==> src/hw/rtl/bsdpb_pkg.sv <==
package bsdpb_pkg;

  localparam int SectorBytes = 36;
  localparam int FirstKept   = 11;
  localparam int KeptCount   = 25;
  localparam int ResultCount = 20;
  localparam int KeptIdxW    = $clog2(KeptCount);
  localparam int OutIdxW     = $clog2(ResultCount);
  localparam int CountW      = $clog2(SectorBytes);

  // Controller to datapath commands.
  typedef struct packed {
    logic                save_addr;
    logic                cap_en;
    logic [KeptIdxW-1:0] cap_idx;
    logic                ld_mul;
    logic                div_start;
    logic                div_sel;
    logic                ld_dirsec;
    logic                ld_firrec;
    logic                ld_maxclus;
    logic                out_load;
    logic [OutIdxW-1:0]  out_idx;
    logic                out_last;
  } ctrl_cmd_t;

  // Datapath to controller status.
  typedef struct packed {
    logic div_done;
    logic out_free;
  } dp_status_t;

  // Number of consecutive one bits starting at bit zero.
  function automatic logic [3:0] trailing_ones(input logic [7:0] v);
    logic [3:0] n;
    logic       run;
    n   = 4'd0;
    run = 1'b1;
    for (int i = 0; i < 8; i++) begin
      run = run & v[i];
      n   = n + {3'd0, run};
    end
    return n;
  endfunction

endpackage

==> src/hw/rtl/bsdpb_div.sv <==
module bsdpb_div import bsdpb_pkg::*; (
  input  logic        clk_i,
  input  logic        rst_ni,
  input  logic        start_i,
  input  logic [31:0] dividend_i,
  input  logic [15:0] divisor_i,
  output logic [15:0] quot_o,
  output logic        done_o
);

  // Restoring division, one quotient bit per cycle. The dividend shifts out of
  // the top of quo_q while quotient bits shift in at the bottom.
  logic [31:0] quo_q, quo_d;
  logic [15:0] rem_q, rem_d;
  logic [15:0] dvs_q;
  logic [4:0]  cnt_q, cnt_d;
  logic        busy_q, busy_d;
  logic        done_q, done_d;
  logic [16:0] rem_sh;
  logic [16:0] rem_sub;
  logic        fits;

  always_comb begin
    rem_sh  = {rem_q, quo_q[31]};
    rem_sub = rem_sh - {1'b0, dvs_q};
    fits    = rem_sh >= {1'b0, dvs_q};
    rem_d   = rem_q;
    quo_d   = quo_q;
    cnt_d   = cnt_q;
    busy_d  = busy_q;
    done_d  = 1'b0;
    if (start_i) begin
      rem_d  = 16'd0;
      quo_d  = dividend_i;
      cnt_d  = 5'd0;
      busy_d = 1'b1;
    end else if (busy_q) begin
      rem_d = fits ? rem_sub[15:0] : rem_sh[15:0];
      quo_d = {quo_q[30:0], fits};
      cnt_d = cnt_q + 5'd1;
      if (cnt_q == 5'd31) begin
        busy_d = 1'b0;
        done_d = 1'b1;
      end
    end
  end

  always_ff @(posedge clk_i or negedge rst_ni) begin
    if (!rst_ni) begin
      busy_q <= 1'b0;
      done_q <= 1'b0;
      cnt_q  <= 5'd0;
    end else begin
      busy_q <= busy_d;
      done_q <= done_d;
      cnt_q  <= cnt_d;
    end
  end

  always_ff @(posedge clk_i) begin
    rem_q <= rem_d;
    quo_q <= quo_d;
    if (start_i) begin
      dvs_q <= divisor_i;
    end
  end

  assign quot_o = quo_q[15:0];
  assign done_o = done_q;

endmodule

==> src/hw/rtl/bsdpb_dp.sv <==
module bsdpb_dp import bsdpb_pkg::*; (
  input  logic        clk_i,
  input  logic        rst_ni,
  input  ctrl_cmd_t   cmd_i,
  output dp_status_t  status_o,
  input  logic [7:0]  sector_byte_i,
  input  logic [15:0] dest_address_i,
  input  logic        out_ready_i,
  output logic        out_valid_o,
  output logic [7:0]  out_byte_o,
  output logic        out_last_o
);

  // Result byte positions.
  localparam logic [OutIdxW-1:0] OB_ADDR_LO  = 5'd0;
  localparam logic [OutIdxW-1:0] OB_ADDR_HI  = 5'd1;
  localparam logic [OutIdxW-1:0] OB_MEDIA    = 5'd2;
  localparam logic [OutIdxW-1:0] OB_SECSZ_LO = 5'd3;
  localparam logic [OutIdxW-1:0] OB_SECSZ_HI = 5'd4;
  localparam logic [OutIdxW-1:0] OB_DIRMSK   = 5'd5;
  localparam logic [OutIdxW-1:0] OB_DIRSHFT  = 5'd6;
  localparam logic [OutIdxW-1:0] OB_CLUSMSK  = 5'd7;
  localparam logic [OutIdxW-1:0] OB_CLUSSHFT = 5'd8;
  localparam logic [OutIdxW-1:0] OB_FIRFAT_LO = 5'd9;
  localparam logic [OutIdxW-1:0] OB_FIRFAT_HI = 5'd10;
  localparam logic [OutIdxW-1:0] OB_FATCNT   = 5'd11;
  localparam logic [OutIdxW-1:0] OB_MAXENT   = 5'd12;
  localparam logic [OutIdxW-1:0] OB_FIRREC_LO = 5'd13;
  localparam logic [OutIdxW-1:0] OB_FIRREC_HI = 5'd14;
  localparam logic [OutIdxW-1:0] OB_MAXCL_LO = 5'd15;
  localparam logic [OutIdxW-1:0] OB_MAXCL_HI = 5'd16;
  localparam logic [OutIdxW-1:0] OB_FATSIZ   = 5'd17;
  localparam logic [OutIdxW-1:0] OB_FIRDIR_LO = 5'd18;
  localparam logic [OutIdxW-1:0] OB_FIRDIR_HI = 5'd19;

  logic [7:0]  cf_q [KeptCount];
  logic [15:0] addr_q;
  logic [15:0] firdir_q;
  logic [27:0] prod_q;
  logic [15:0] dirsec_q;
  logic [15:0] firrec_q;
  logic [15:0] maxclus_q;
  logic        ovalid_q, ovalid_d;
  logic [7:0]  obyte_q;
  logic        olast_q;

  logic [15:0] bps, ffs, rde, ns_raw, ns, spf, ns32_lo;
  logic [7:0]  spc, nf, media;
  logic [7:0]  dirmsk, clusmsk;
  logic [23:0] nf_spf;
  logic [16:0] diff;
  logic        diff_neg;
  logic [16:0] diff_mag;
  logic [31:0] div_dividend;
  logic [15:0] div_divisor;
  logic [15:0] div_quot;
  logic        div_done;
  logic [15:0] quot_signed;
  logic [7:0]  obyte_d;

  always_comb begin
    bps     = {cf_q[1], cf_q[0]};
    spc     = cf_q[2];
    ffs     = {cf_q[4], cf_q[3]};
    nf      = cf_q[5];
    rde     = {cf_q[7], cf_q[6]};
    ns_raw  = {cf_q[9], cf_q[8]};
    media   = cf_q[10];
    spf     = {cf_q[12], cf_q[11]};
    ns32_lo = {cf_q[22], cf_q[21]};
    ns      = (ns_raw == 16'd0) ? ns32_lo : ns_raw;
    nf_spf  = nf * spf;
    dirmsk  = bps[12:5] - 8'd1;
    clusmsk = spc - 8'd1;
    // Signed sectors left after the fixed area, divided by magnitude.
    diff     = {1'b0, ns} - {1'b0, firrec_q};
    diff_neg = diff[16];
    diff_mag = diff_neg ? (17'd0 - diff) : diff;
    if (cmd_i.div_sel) begin
      div_dividend = {15'd0, diff_mag};
      div_divisor  = {8'd0, spc};
    end else begin
      div_dividend = {4'd0, prod_q};
      div_divisor  = bps;
    end
    if (spc == 8'd0) begin
      quot_signed = 16'hFFFF;
    end else begin
      quot_signed = diff_neg ? (16'd0 - div_quot) : div_quot;
    end
  end

  bsdpb_div u_div (
    .clk_i      (clk_i),
    .rst_ni     (rst_ni),
    .start_i    (cmd_i.div_start),
    .dividend_i (div_dividend),
    .divisor_i  (div_divisor),
    .quot_o     (div_quot),
    .done_o     (div_done)
  );

  always_comb begin
    unique case (cmd_i.out_idx)
      OB_ADDR_LO:   obyte_d = addr_q[7:0];
      OB_ADDR_HI:   obyte_d = addr_q[15:8];
      OB_MEDIA:     obyte_d = media;
      OB_SECSZ_LO:  obyte_d = bps[7:0];
      OB_SECSZ_HI:  obyte_d = bps[15:8];
      OB_DIRMSK:    obyte_d = dirmsk;
      OB_DIRSHFT:   obyte_d = {4'd0, trailing_ones(dirmsk)};
      OB_CLUSMSK:   obyte_d = clusmsk;
      OB_CLUSSHFT:  obyte_d = {4'd0, trailing_ones(clusmsk)} + 8'd1;
      OB_FIRFAT_LO: obyte_d = ffs[7:0];
      OB_FIRFAT_HI: obyte_d = ffs[15:8];
      OB_FATCNT:    obyte_d = nf;
      OB_MAXENT:    obyte_d = rde[7:0];
      OB_FIRREC_LO: obyte_d = firrec_q[7:0];
      OB_FIRREC_HI: obyte_d = firrec_q[15:8];
      OB_MAXCL_LO:  obyte_d = maxclus_q[7:0];
      OB_MAXCL_HI:  obyte_d = maxclus_q[15:8];
      OB_FATSIZ:    obyte_d = spf[7:0];
      OB_FIRDIR_LO: obyte_d = firdir_q[7:0];
      OB_FIRDIR_HI: obyte_d = firdir_q[15:8];
      default:      obyte_d = 8'd0;
    endcase
  end

  always_comb begin
    ovalid_d = ovalid_q;
    if (cmd_i.out_load) begin
      ovalid_d = 1'b1;
    end else if (out_ready_i) begin
      ovalid_d = 1'b0;
    end
  end

  always_ff @(posedge clk_i or negedge rst_ni) begin
    if (!rst_ni) begin
      ovalid_q <= 1'b0;
      addr_q   <= 16'd0;
    end else begin
      ovalid_q <= ovalid_d;
      if (cmd_i.save_addr) begin
        addr_q <= dest_address_i;
      end
    end
  end

  always_ff @(posedge clk_i) begin
    if (cmd_i.cap_en) begin
      cf_q[cmd_i.cap_idx] <= sector_byte_i;
    end
    if (cmd_i.ld_mul) begin
      firdir_q <= ffs + nf_spf[15:0];
      prod_q   <= rde * bps[15:4];
    end
    if (cmd_i.ld_dirsec) begin
      dirsec_q <= (bps == 16'd0) ? 16'hFFFF : div_quot;
    end
    if (cmd_i.ld_firrec) begin
      firrec_q <= firdir_q + dirsec_q;
    end
    if (cmd_i.ld_maxclus) begin
      maxclus_q <= quot_signed + 16'd1;
    end
    if (cmd_i.out_load) begin
      obyte_q <= obyte_d;
      olast_q <= cmd_i.out_last;
    end
  end

  assign status_o.div_done = div_done;
  assign status_o.out_free = !ovalid_q || out_ready_i;
  assign out_valid_o       = ovalid_q;
  assign out_byte_o        = obyte_q;
  assign out_last_o        = olast_q;

endmodule

==> src/hw/rtl/bsdpb_ctrl.sv <==
module bsdpb_ctrl import bsdpb_pkg::*; (
  input  logic       clk_i,
  input  logic       rst_ni,
  input  logic       in_valid_i,
  output logic       in_ready_o,
  input  dp_status_t status_i,
  output ctrl_cmd_t  cmd_o
);

  localparam logic [2:0] S_CAP       = 3'd0;
  localparam logic [2:0] S_MUL       = 3'd1;
  localparam logic [2:0] S_DIV1_GO   = 3'd2;
  localparam logic [2:0] S_DIV1_WAIT = 3'd3;
  localparam logic [2:0] S_SUM       = 3'd4;
  localparam logic [2:0] S_DIV2_GO   = 3'd5;
  localparam logic [2:0] S_DIV2_WAIT = 3'd6;
  localparam logic [2:0] S_EMIT      = 3'd7;

  localparam logic [CountW-1:0]  LastOffset = CountW'(SectorBytes - 1);
  localparam logic [CountW-1:0]  KeptStart  = CountW'(FirstKept);
  localparam logic [OutIdxW-1:0] LastOut    = OutIdxW'(ResultCount - 1);

  logic [2:0]         state_q, state_d;
  logic [CountW-1:0]  count_q, count_d;
  logic [OutIdxW-1:0] oidx_q, oidx_d;
  logic [CountW-1:0]  kept_off;
  logic               accept;

  always_comb begin
    state_d  = state_q;
    count_d  = count_q;
    oidx_d   = oidx_q;
    cmd_o    = '0;
    accept   = in_valid_i && (state_q == S_CAP);
    kept_off = count_q - KeptStart;
    cmd_o.cap_idx = kept_off[KeptIdxW-1:0];
    cmd_o.out_idx = oidx_q;
    unique case (state_q)
      S_CAP: begin
        if (accept) begin
          cmd_o.save_addr = (count_q == '0);
          cmd_o.cap_en    = (count_q >= KeptStart);
          if (count_q == LastOffset) begin
            count_d = '0;
            state_d = S_MUL;
          end else begin
            count_d = count_q + 1'b1;
          end
        end
      end
      S_MUL: begin
        cmd_o.ld_mul = 1'b1;
        state_d      = S_DIV1_GO;
      end
      S_DIV1_GO: begin
        cmd_o.div_start = 1'b1;
        state_d         = S_DIV1_WAIT;
      end
      S_DIV1_WAIT: begin
        if (status_i.div_done) begin
          cmd_o.ld_dirsec = 1'b1;
          state_d         = S_SUM;
        end
      end
      S_SUM: begin
        cmd_o.ld_firrec = 1'b1;
        state_d         = S_DIV2_GO;
      end
      S_DIV2_GO: begin
        cmd_o.div_sel   = 1'b1;
        cmd_o.div_start = 1'b1;
        state_d         = S_DIV2_WAIT;
      end
      S_DIV2_WAIT: begin
        cmd_o.div_sel = 1'b1;
        if (status_i.div_done) begin
          cmd_o.ld_maxclus = 1'b1;
          oidx_d           = '0;
          state_d          = S_EMIT;
        end
      end
      S_EMIT: begin
        if (status_i.out_free) begin
          cmd_o.out_load = 1'b1;
          cmd_o.out_last = (oidx_q == LastOut);
          if (oidx_q == LastOut) begin
            state_d = S_CAP;
          end else begin
            oidx_d = oidx_q + 1'b1;
          end
        end
      end
    endcase
  end

  always_ff @(posedge clk_i or negedge rst_ni) begin
    if (!rst_ni) begin
      state_q <= S_CAP;
      count_q <= '0;
      oidx_q  <= '0;
    end else begin
      state_q <= state_d;
      count_q <= count_d;
      oidx_q  <= oidx_d;
    end
  end

  assign in_ready_o = (state_q == S_CAP);

endmodule

==> src/hw/rtl/boot_sector_to_dpb_builder.sv <==
// Takes 36 boot sector bytes, one item per cycle while input is accepted.
// After the last byte the controller runs the multiply, first division, sum and
// second division; both bit-serial divisions share a single divider. The 20
// result items then follow at one per cycle while the output is ready, and no
// new sector is accepted until the last result item has been loaded.
// Reset clears the byte counter, the saved address and the output valid flag.
module boot_sector_to_dpb_builder import bsdpb_pkg::*; (
  input  logic        clk_i,
  input  logic        rst_ni,
  input  logic        s_axis_tvalid_i,
  output logic        s_axis_tready_o,
  input  logic [23:0] s_axis_tdata_i,  // [7:0] sector_byte, [23:8] dest_address
  output logic        m_axis_tvalid_o,
  input  logic        m_axis_tready_i,
  output logic [7:0]  m_axis_tdata_o,  // [7:0] out_byte
  output logic        m_axis_tlast_o
);

  ctrl_cmd_t  cmd;
  dp_status_t status;

  bsdpb_ctrl u_ctrl (
    .clk_i      (clk_i),
    .rst_ni     (rst_ni),
    .in_valid_i (s_axis_tvalid_i),
    .in_ready_o (s_axis_tready_o),
    .status_i   (status),
    .cmd_o      (cmd)
  );

  bsdpb_dp u_dp (
    .clk_i          (clk_i),
    .rst_ni         (rst_ni),
    .cmd_i          (cmd),
    .status_o       (status),
    .sector_byte_i  (s_axis_tdata_i[7:0]),
    .dest_address_i (s_axis_tdata_i[23:8]),
    .out_ready_i    (m_axis_tready_i),
    .out_valid_o    (m_axis_tvalid_o),
    .out_byte_o     (m_axis_tdata_o),
    .out_last_o     (m_axis_tlast_o)
  );

  // A result item is never loaded over one that is still waiting.
  assert property (@(posedge clk_i) disable iff (!rst_ni)
    cmd.out_load |-> status.out_free)
    else $error("output register overwritten");

  // No result is produced while input bytes are being taken.
  assert property (@(posedge clk_i) disable iff (!rst_ni)
    s_axis_tready_o |-> !cmd.out_load)
    else $error("result load during capture");

  // After the last result item the block is ready for a new sector.
  assert property (@(posedge clk_i) disable iff (!rst_ni)
    (cmd.out_load && cmd.out_last) |=> s_axis_tready_o)
    else $error("no return to capture after last item");

endmodule
==> config.mk <==
export PLATFORM = sky130hd
export DESIGN_NAME = boot_sector_to_dpb_builder
export DESIGN_NICKNAME = d
export VERILOG_FILES = /design/src/hw/rtl/bsdpb_pkg.sv /design/src/hw/rtl/bsdpb_div.sv /design/src/hw/rtl/bsdpb_dp.sv /design/src/hw/rtl/bsdpb_ctrl.sv /design/src/hw/rtl/boot_sector_to_dpb_builder.sv
export SDC_FILE = /design/constraint.sdc
export NUM_CORES = 1
export LEC_CHECK = 0
export BUFFER_PORTS_ARGS = -buffer_cell sky130_fd_sc_hd__buf_2
export CAP_MARGIN = 15
export CORE_MARGIN = 2
export CORE_UTILIZATION = 43
export DETAILED_ROUTE_END_ITERATION = 8
export SLEW_MARGIN = 15
export SYNTH_ARGS = -nofsm -noshare
export SYNTH_HDL_FRONTEND = slang
export SYNTH_SLANG_ARGS = --single-unit
export TNS_END_PERCENT = 1
==> constraint.sdc <==
create_clock -name clk_i -period 5.3 [get_ports clk_i]
set_clock_uncertainty 0.05 [all_clocks]
set_input_delay 0.265 -clock clk_i [delete_from_list [all_inputs] [get_ports clk_i]]
set_output_delay 0.265 -clock clk_i [all_outputs]
set_load 0.01 [all_outputs]
Word level (Yosys, flattened, before mapping)
Memories as Yosys holds them, arrays and structs flattened.
Cells that the tools add are included.
{"block": "totals", "regBits": 203, "ramBits": 200, "out_inout_bits": 11, "mem_count": 1}
{"memory": "u_dp.cf_q", "words": 25, "width": 8, "read_ports": 15, "rd_ports_with_merged_regs": 0, "write_ports": 1, "line_no": "bsdpb_dp.sv:36", "rtl": "logic [7:0] cf_q [KeptCount];"}
{"block": "classes", "n_addsub": 28, "mul": 2, "n_lt_le_gt_ge": 2, "eq_ne": 35, "mux": 45, "bitwise": 14, "n_reduce_logical": 18}
{"operator": "one-hot mux 8 bit (20 select lines)", "count": 1}
{"operator": "two-way mux 16 bit", "count": 4}
{"operator": "two-way mux 32 bit", "count": 2}
{"operator": "adder 4 x 1 -> 4 bit", "count": 12}
{"operator": "== test 5 x 4 -> 1 bit, second input constant", "count": 8}
{"operator": "adder 16 bit", "count": 2}
{"operator": "zero test 16 bit", "count": 2}
{"operator": "multiplier 16 x 12 -> 28 bit", "count": 1}
{"operator": "two-way mux 28 bit", "count": 1}
{"operator": "== test 5 bit, second input constant", "count": 5}
{"operator": "two-way mux 5 bit", "count": 5}
{"operator": "one-hot mux 3 bit (8 select lines)", "count": 1}
{"operator": "== test 5 x 3 -> 1 bit, second input constant", "count": 4}
{"operator": "two-way mux 1 bit", "count": 19}
{"operator": "two-way mux 3 bit", "count": 6}
{"operator": ">= comparator 17 x 16 -> 1 bit", "count": 1}
{"operator": "two-way mux 17 bit", "count": 1}
{"operator": "subtractor 1 x 17 -> 17 bit, first input constant", "count": 1}
{"operator": "subtractor 16 x 16 -> 17 bit", "count": 1}
{"operator": "adder 16 x 1 -> 16 bit, second input constant", "count": 1}
{"operator": "multiplier 8 x 16 -> 16 bit", "count": 1}
{"operator": "subtractor 1 x 16 -> 16 bit, first input constant", "count": 1}
{"operator": "subtractor 16 bit", "count": 1}
{"operator": "subtractor 8 x 1 -> 8 bit, second input constant", "count": 2}
{"operator": "other kinds (31)", "count": 61}

Logic depth before layout (Yosys ltp)
An unclocked memory read counts as a cell.
{"block": "logic_depth", "ltp_word": 12, "depth_mapped": 23}

Modules after synthesis
A second synthesis with hierarchy kept.
{"block": "hier_totals", "hier_cells": 2598, "hier_area_um2": 26381.6}
{"module": "bsdpb_dp", "instances": 1, "cells_per_inst": 2123, "area_per_inst_um2": 21398.0}
{"module": "bsdpb_div", "instances": 1, "cells_per_inst": 371, "area_per_inst_um2": 4025.1}
{"module": "bsdpb_ctrl", "instances": 1, "cells_per_inst": 104, "area_per_inst_um2": 958.4}

Worst setup path after synthesis
Ideal clock, no wire load.
{"block": "synth_path", "path_kind": "reg2reg", "from": "memory u_dp.cf_q[1][1]", "to": "register u_dp.prod_q[26] (data pin)", "setup_ns": 0.269, "arrival_ns": 5.378, "required_ns": 4.981, "slack_ns": -0.397, "path_stages_with_launch": 21, "period_less_slack_ns": 5.697, "path_cell_list": "edfxtp_1 clkbuf_1 clkbuf_1 nand2_1 fa_1 fa_1 inv_1 fa_1 inv_1 fa_1 inv_1 fa_1 ha_1 a21o_1 a21o_1 nor3_1 a211oi_1 o311a_1 nor4_1 o31ai_1 xor2_1"}
{"element": "start: declaration", "line_no": "bsdpb_dp.sv:36"}
{"element": "end signal: assignment", "line_no": "bsdpb_dp.sv:156", "rtl": "prod_q <= rde * bps[15:4];"}
{"element": "end: declaration", "line_no": "bsdpb_dp.sv:39", "rtl": "logic [27:0] prod_q;"}

==> impl_results.md <==
- DRC: 0
- Max-Slew Margin vs Limit: 21.77%
- Final WS setup: -0.06969 ns
- RSZ-0062 raised after global routing: yes
- CTS H-tree lvls: 2
- Routed len/inst: approximately 21 um
- Drt pass-1 iters: 6
- Pwr Total: approximately 5400 uW
- Crit path cell chain: and2_1 -> fa_1 -> inv_1 -> fa_1 -> fa_1 -> fa_1 -> inv_1 -> fa_1 -> ha_4 -> a21o_1 -> a21o_1 -> a21o_1 -> a41o_1 -> a21oi_2 -> o21ai_1 -> a21o_1 -> a21oi_2 -> xnor2_1
- Clock buffer depth: 3
- Ys async rst share: a little under an eighth
- Net Count, Synth: about 3,000
- Overall routing resource usage: between 20% and 30%
- DRT antenna net count: 0
- CTS Buf Count: 38
- Core Area: a little over 0.06 sq mm
- Hold Fails Final Rpt: 0
- Mapped cell area: 0.02626 sq mm
- LEAKAGE: between 0.01 and 0.015 uW
- # IOs: 39
- Worst-Margin Slew: about 1.2 ns
- Placed cell area: between 0.02 and 0.03 sq mm
- Yosys top cell area share: a little under a third
- Drt via density: 5.551
- Clock tree root driver cell: clkbuf_16
- Layout cells sized above 1: 13.04%
- CP max stage cell: fa_1
- #FFs+latches synth: about 320
- CTS Sinks: roughly 320
- Min Tclk post-route: between 5 and 6 ns
- Final nets: around 3,100
- Status: finished, violations left
- Initial antenna violation count: 0
- Routed vias: 19,630
- CP Launch Type: flop
- Vias in the first global route: slightly below 20,000
- CP dominant cell by count: fa_1
- Hold depth: 3
- Die width: ~250 um
- WP data required: between 5 and 6 ns
- Area Growth Syn to Fin: 13.60%
- Crit-path max FO: 6
- Library cells used by synthesis: slightly below 80
- Most used flip-flop cell after synthesis: edfxtp_1
- Worst Path Class, Setup: flop to flop
- Failing checks: negative setup slack
- Peak Freq: ~0.19 GHz
- Clk slew on worst S/H paths: 0.06 ns
- Crit end category: flop
- Post-Synthesis Cells: between 2,000 and 3,000
- Worst slack, placed: -0.2428 ns
- CP max stage delay: about 0.55 ns
- Skew-Pair Late Insertion Delay: roughly 0.55 ns
- P per Cell Area: between 150 and 200 mW/mm^2
- DP Wirelength: ~59,000 um
- Post-route clock period utilization: 101.3%
- Port-buffer cells: 38
- Hold slack: 0.04716 ns
- Final setup violation count: 5
- Initial detailed-routing violation count: 1,721
- Area of the multi-input gates: around 0.015 sq mm
- Post-synth EDFFs: approximately 270
- Pin count of the biggest net entering global routing: 42
- Initial Util: 43.50%
- Synth area leader: edfxtp_1
- Design Area, Final: 0.02982 sq mm
- Sequential cell area: roughly 0.0093 sq mm
- Max-slew violations: 0
- Length in cells of the worst reg-to-reg path: 18
- Full die area: approximately 0.063 sq mm
- Register area share after synthesis: between 30 and 40%
- Die outline height: around 250 um
- Top cells by area in the synthesized netlist: edfxtp_1 31%, fa_1 17%, ha_1 8.1%
- CTS tree: built
- Average size of a mapped cell: between 10 and 15 sq um
- FILL cells: around 5,500
- Final core area utilization: between 40% and 50%
- Placement Rows: 90
- Maxcap violations: 0
- Routability congestion estimate: roughly 0.96
- Peak supply drop: 0.2075 mV
- Global-route wire length before repair: about 120,000 um
- Ys Warns: 0
- Global route total overflow: 0
- Crit path DAT: about 5.6 ns
- Hold WC Path Type: input pin to flop
- Post-Route WL: ~75,000 um
where the power goes:
group / switching, uW / leakage (uW) / internal, uW
registers: 0.0000000000000328 / 0.00310 / 2730
logic: 33.9 / 0.00946 / 15.9
clock network: 1060 / 0.000602 / 1540
layout make-up:
| class | count | area share, % |
|---|---|---|
| multi-input combinational | 1811 | 51.73 |
| sequential | 323 | 31.35 |
| timing repair buffer | 212 | 5.236 |
| inverter | 339 | 4.266 |
| clock buffer | 50 | 3.478 |
| tap | 782 | 3.281 |
| clock inverter | 19 | 0.6502 |
| antenna | 1 | 0.008390 |
worst max-delay path: cells and delay by family, from the launching register on:
family	cells	cell delay, ns
AO/OA/AOI/OAI	8	1.39
AND/OR/NAND/NOR	1	0.20
XOR/XNOR	1	0.07
buffers and inverters	2	0.10
flip-flops	1	0.48
adder cells (fa/ha/maj)	6	2.83
layout by cell type (no fill, tap or decap), types with 9 or more instances in the layout:
cell / n
inv_1: 338
edfxtp_1: 269
nand2_1: 267
fa_1: 225
ha_1: 164
buf_4: 151
and2_1: 140
nor2_1: 133
xnor2_1: 82
o21ai_0: 81
a21oi_1: 73
xor2_1: 48
nor3_1: 40
clkbuf_16: 39
buf_2: 38
dfrtp_1: 38
nand3_1: 35
a22oi_1: 35
a21o_1: 35
nor2b_1: 29
and3_1: 26
or2_2: 26
nand4_1: 26
mux2_2: 23
a22o_1: 22
nand2b_1: 20
a221oi_1: 20
or3_1: 19
mux2i_1: 18
dlygate4sd3_1: 17
a211oi_1: 16
dfxtp_1: 16
nor4_1: 14
o31ai_1: 14
o21a_1: 13
o211ai_1: 11
a21oi_2: 9
clkbuf_1: 9
cells by family after synthesis:
logic type	Yosys count	share of synthesized area, %
multiplexers	41	1.673
XOR/XNOR	133	4.437
flip-flops	323	35.61
AO/OA/AOI/OAI	420	10.96
buffers and inverters	458	6.548
adder cells (fa/ha/maj)	394	25.21
AND/OR/NAND/NOR	823	15.56
routing by layer:
layer	part of all wire, %	global-route usage, %	wire length (um)	vias up
met3	5.8	2.640	4376	95
met4	1.9	5.340	1447	0
met1	46	35.51	34520	9857
li1	-	-	-	9063
met2	46	38.63	34520	618
met5	0	0	0	-
what timing repair did:
action | 4_1_cts | 5_1_grt
hold buffers | 17 | 0
hold endpoints to repair | 54 | 0
buffers inserted | 5 | 2
resized for setup | 11 | 31
pin swaps | 2 | 3
setup endpoints to repair | 8 | 19
state kept, by name, summed over array words and instances, names as in the netlist:
register	count
u_dp.cf_q	120
u_dp.u_div.quo_q	32
u_dp.prod_q	28
u_dp.addr_q	16
u_dp.dirsec_q	16
u_dp.firdir_q	16
u_dp.firrec_q	16
u_dp.maxclus_q	16
u_dp.u_div.dvs_q	16
u_dp.u_div.rem_q	16
u_dp.out_byte_o	8
u_ctrl.count_q	6
u_ctrl.oidx_q	5
u_dp.u_div.cnt_q	5
u_ctrl.state_q	3
u_dp.out_last_o	1
u_dp.out_valid_o	1
u_dp.u_div.busy_q	1
u_dp.u_div.done_o	1
through the flow:
| stage | instances | TNS, ns |
|---|---|---|
| floorplan | 2592 | 0 |
| global placement | 3443 | -0.4350 |
| detailed placement | 3443 | -0.8870 |
| CTS | 3534 | -0.2173 |
| global route | 3536 | -1.730 |
| finish | 3537 | -0.1747 |
final timing paths:
path,to,slack [ns],from
min in group asynchronous,u_dp.u_div.cnt_q[2],0.33,rst_ni
worst min register to register,u_dp.u_div.rem_q[15],0.42,u_dp.u_div.rem_q[15]
worst max register to register,u_dp.prod_q[27],-0.07,u_dp.cf_q[1][5]
worst max-delay path,u_dp.prod_q[27],-0.07,u_dp.cf_q[1][5]
worst min-delay path,u_dp.out_valid_o,0.05,m_axis_tready_i
max in group asynchronous,u_dp.out_valid_o,4.38,rst_ni
cells in the mapped netlist (5+ instances only):
library cell and number:
dfrtp_1 38, o21bai_1 5, a22o_1 22, xor2_1 48, a221oi_1 20, o21ai_0 85
nand2b_1 20, nand4_1 26, and2_1 144, o22ai_1 5, inv_1 339, o31a_1 6
a22oi_1 36, or4_1 8, xnor2_1 85, mux2_2 23, nand2_1 270, edfxtp_1 269
nor4_1 18, and3_1 27, mux2i_1 18, dfxtp_1 16, o21ai_1 5, a21oi_1 82
o31ai_1 16, a211oi_1 17, nand3_1 35, or2_2 27, nor3_1 43, ha_1 169
a21o_1 35, nor2b_1 30, a31oi_1 8, o211ai_1 11, o21a_1 13, a21boi_0 8
buf_1 5, fa_1 225, or3_1 19, clkbuf_1 114, nor2_1 137, o41ai_1 6
Power figures use the tool's default switching activity.
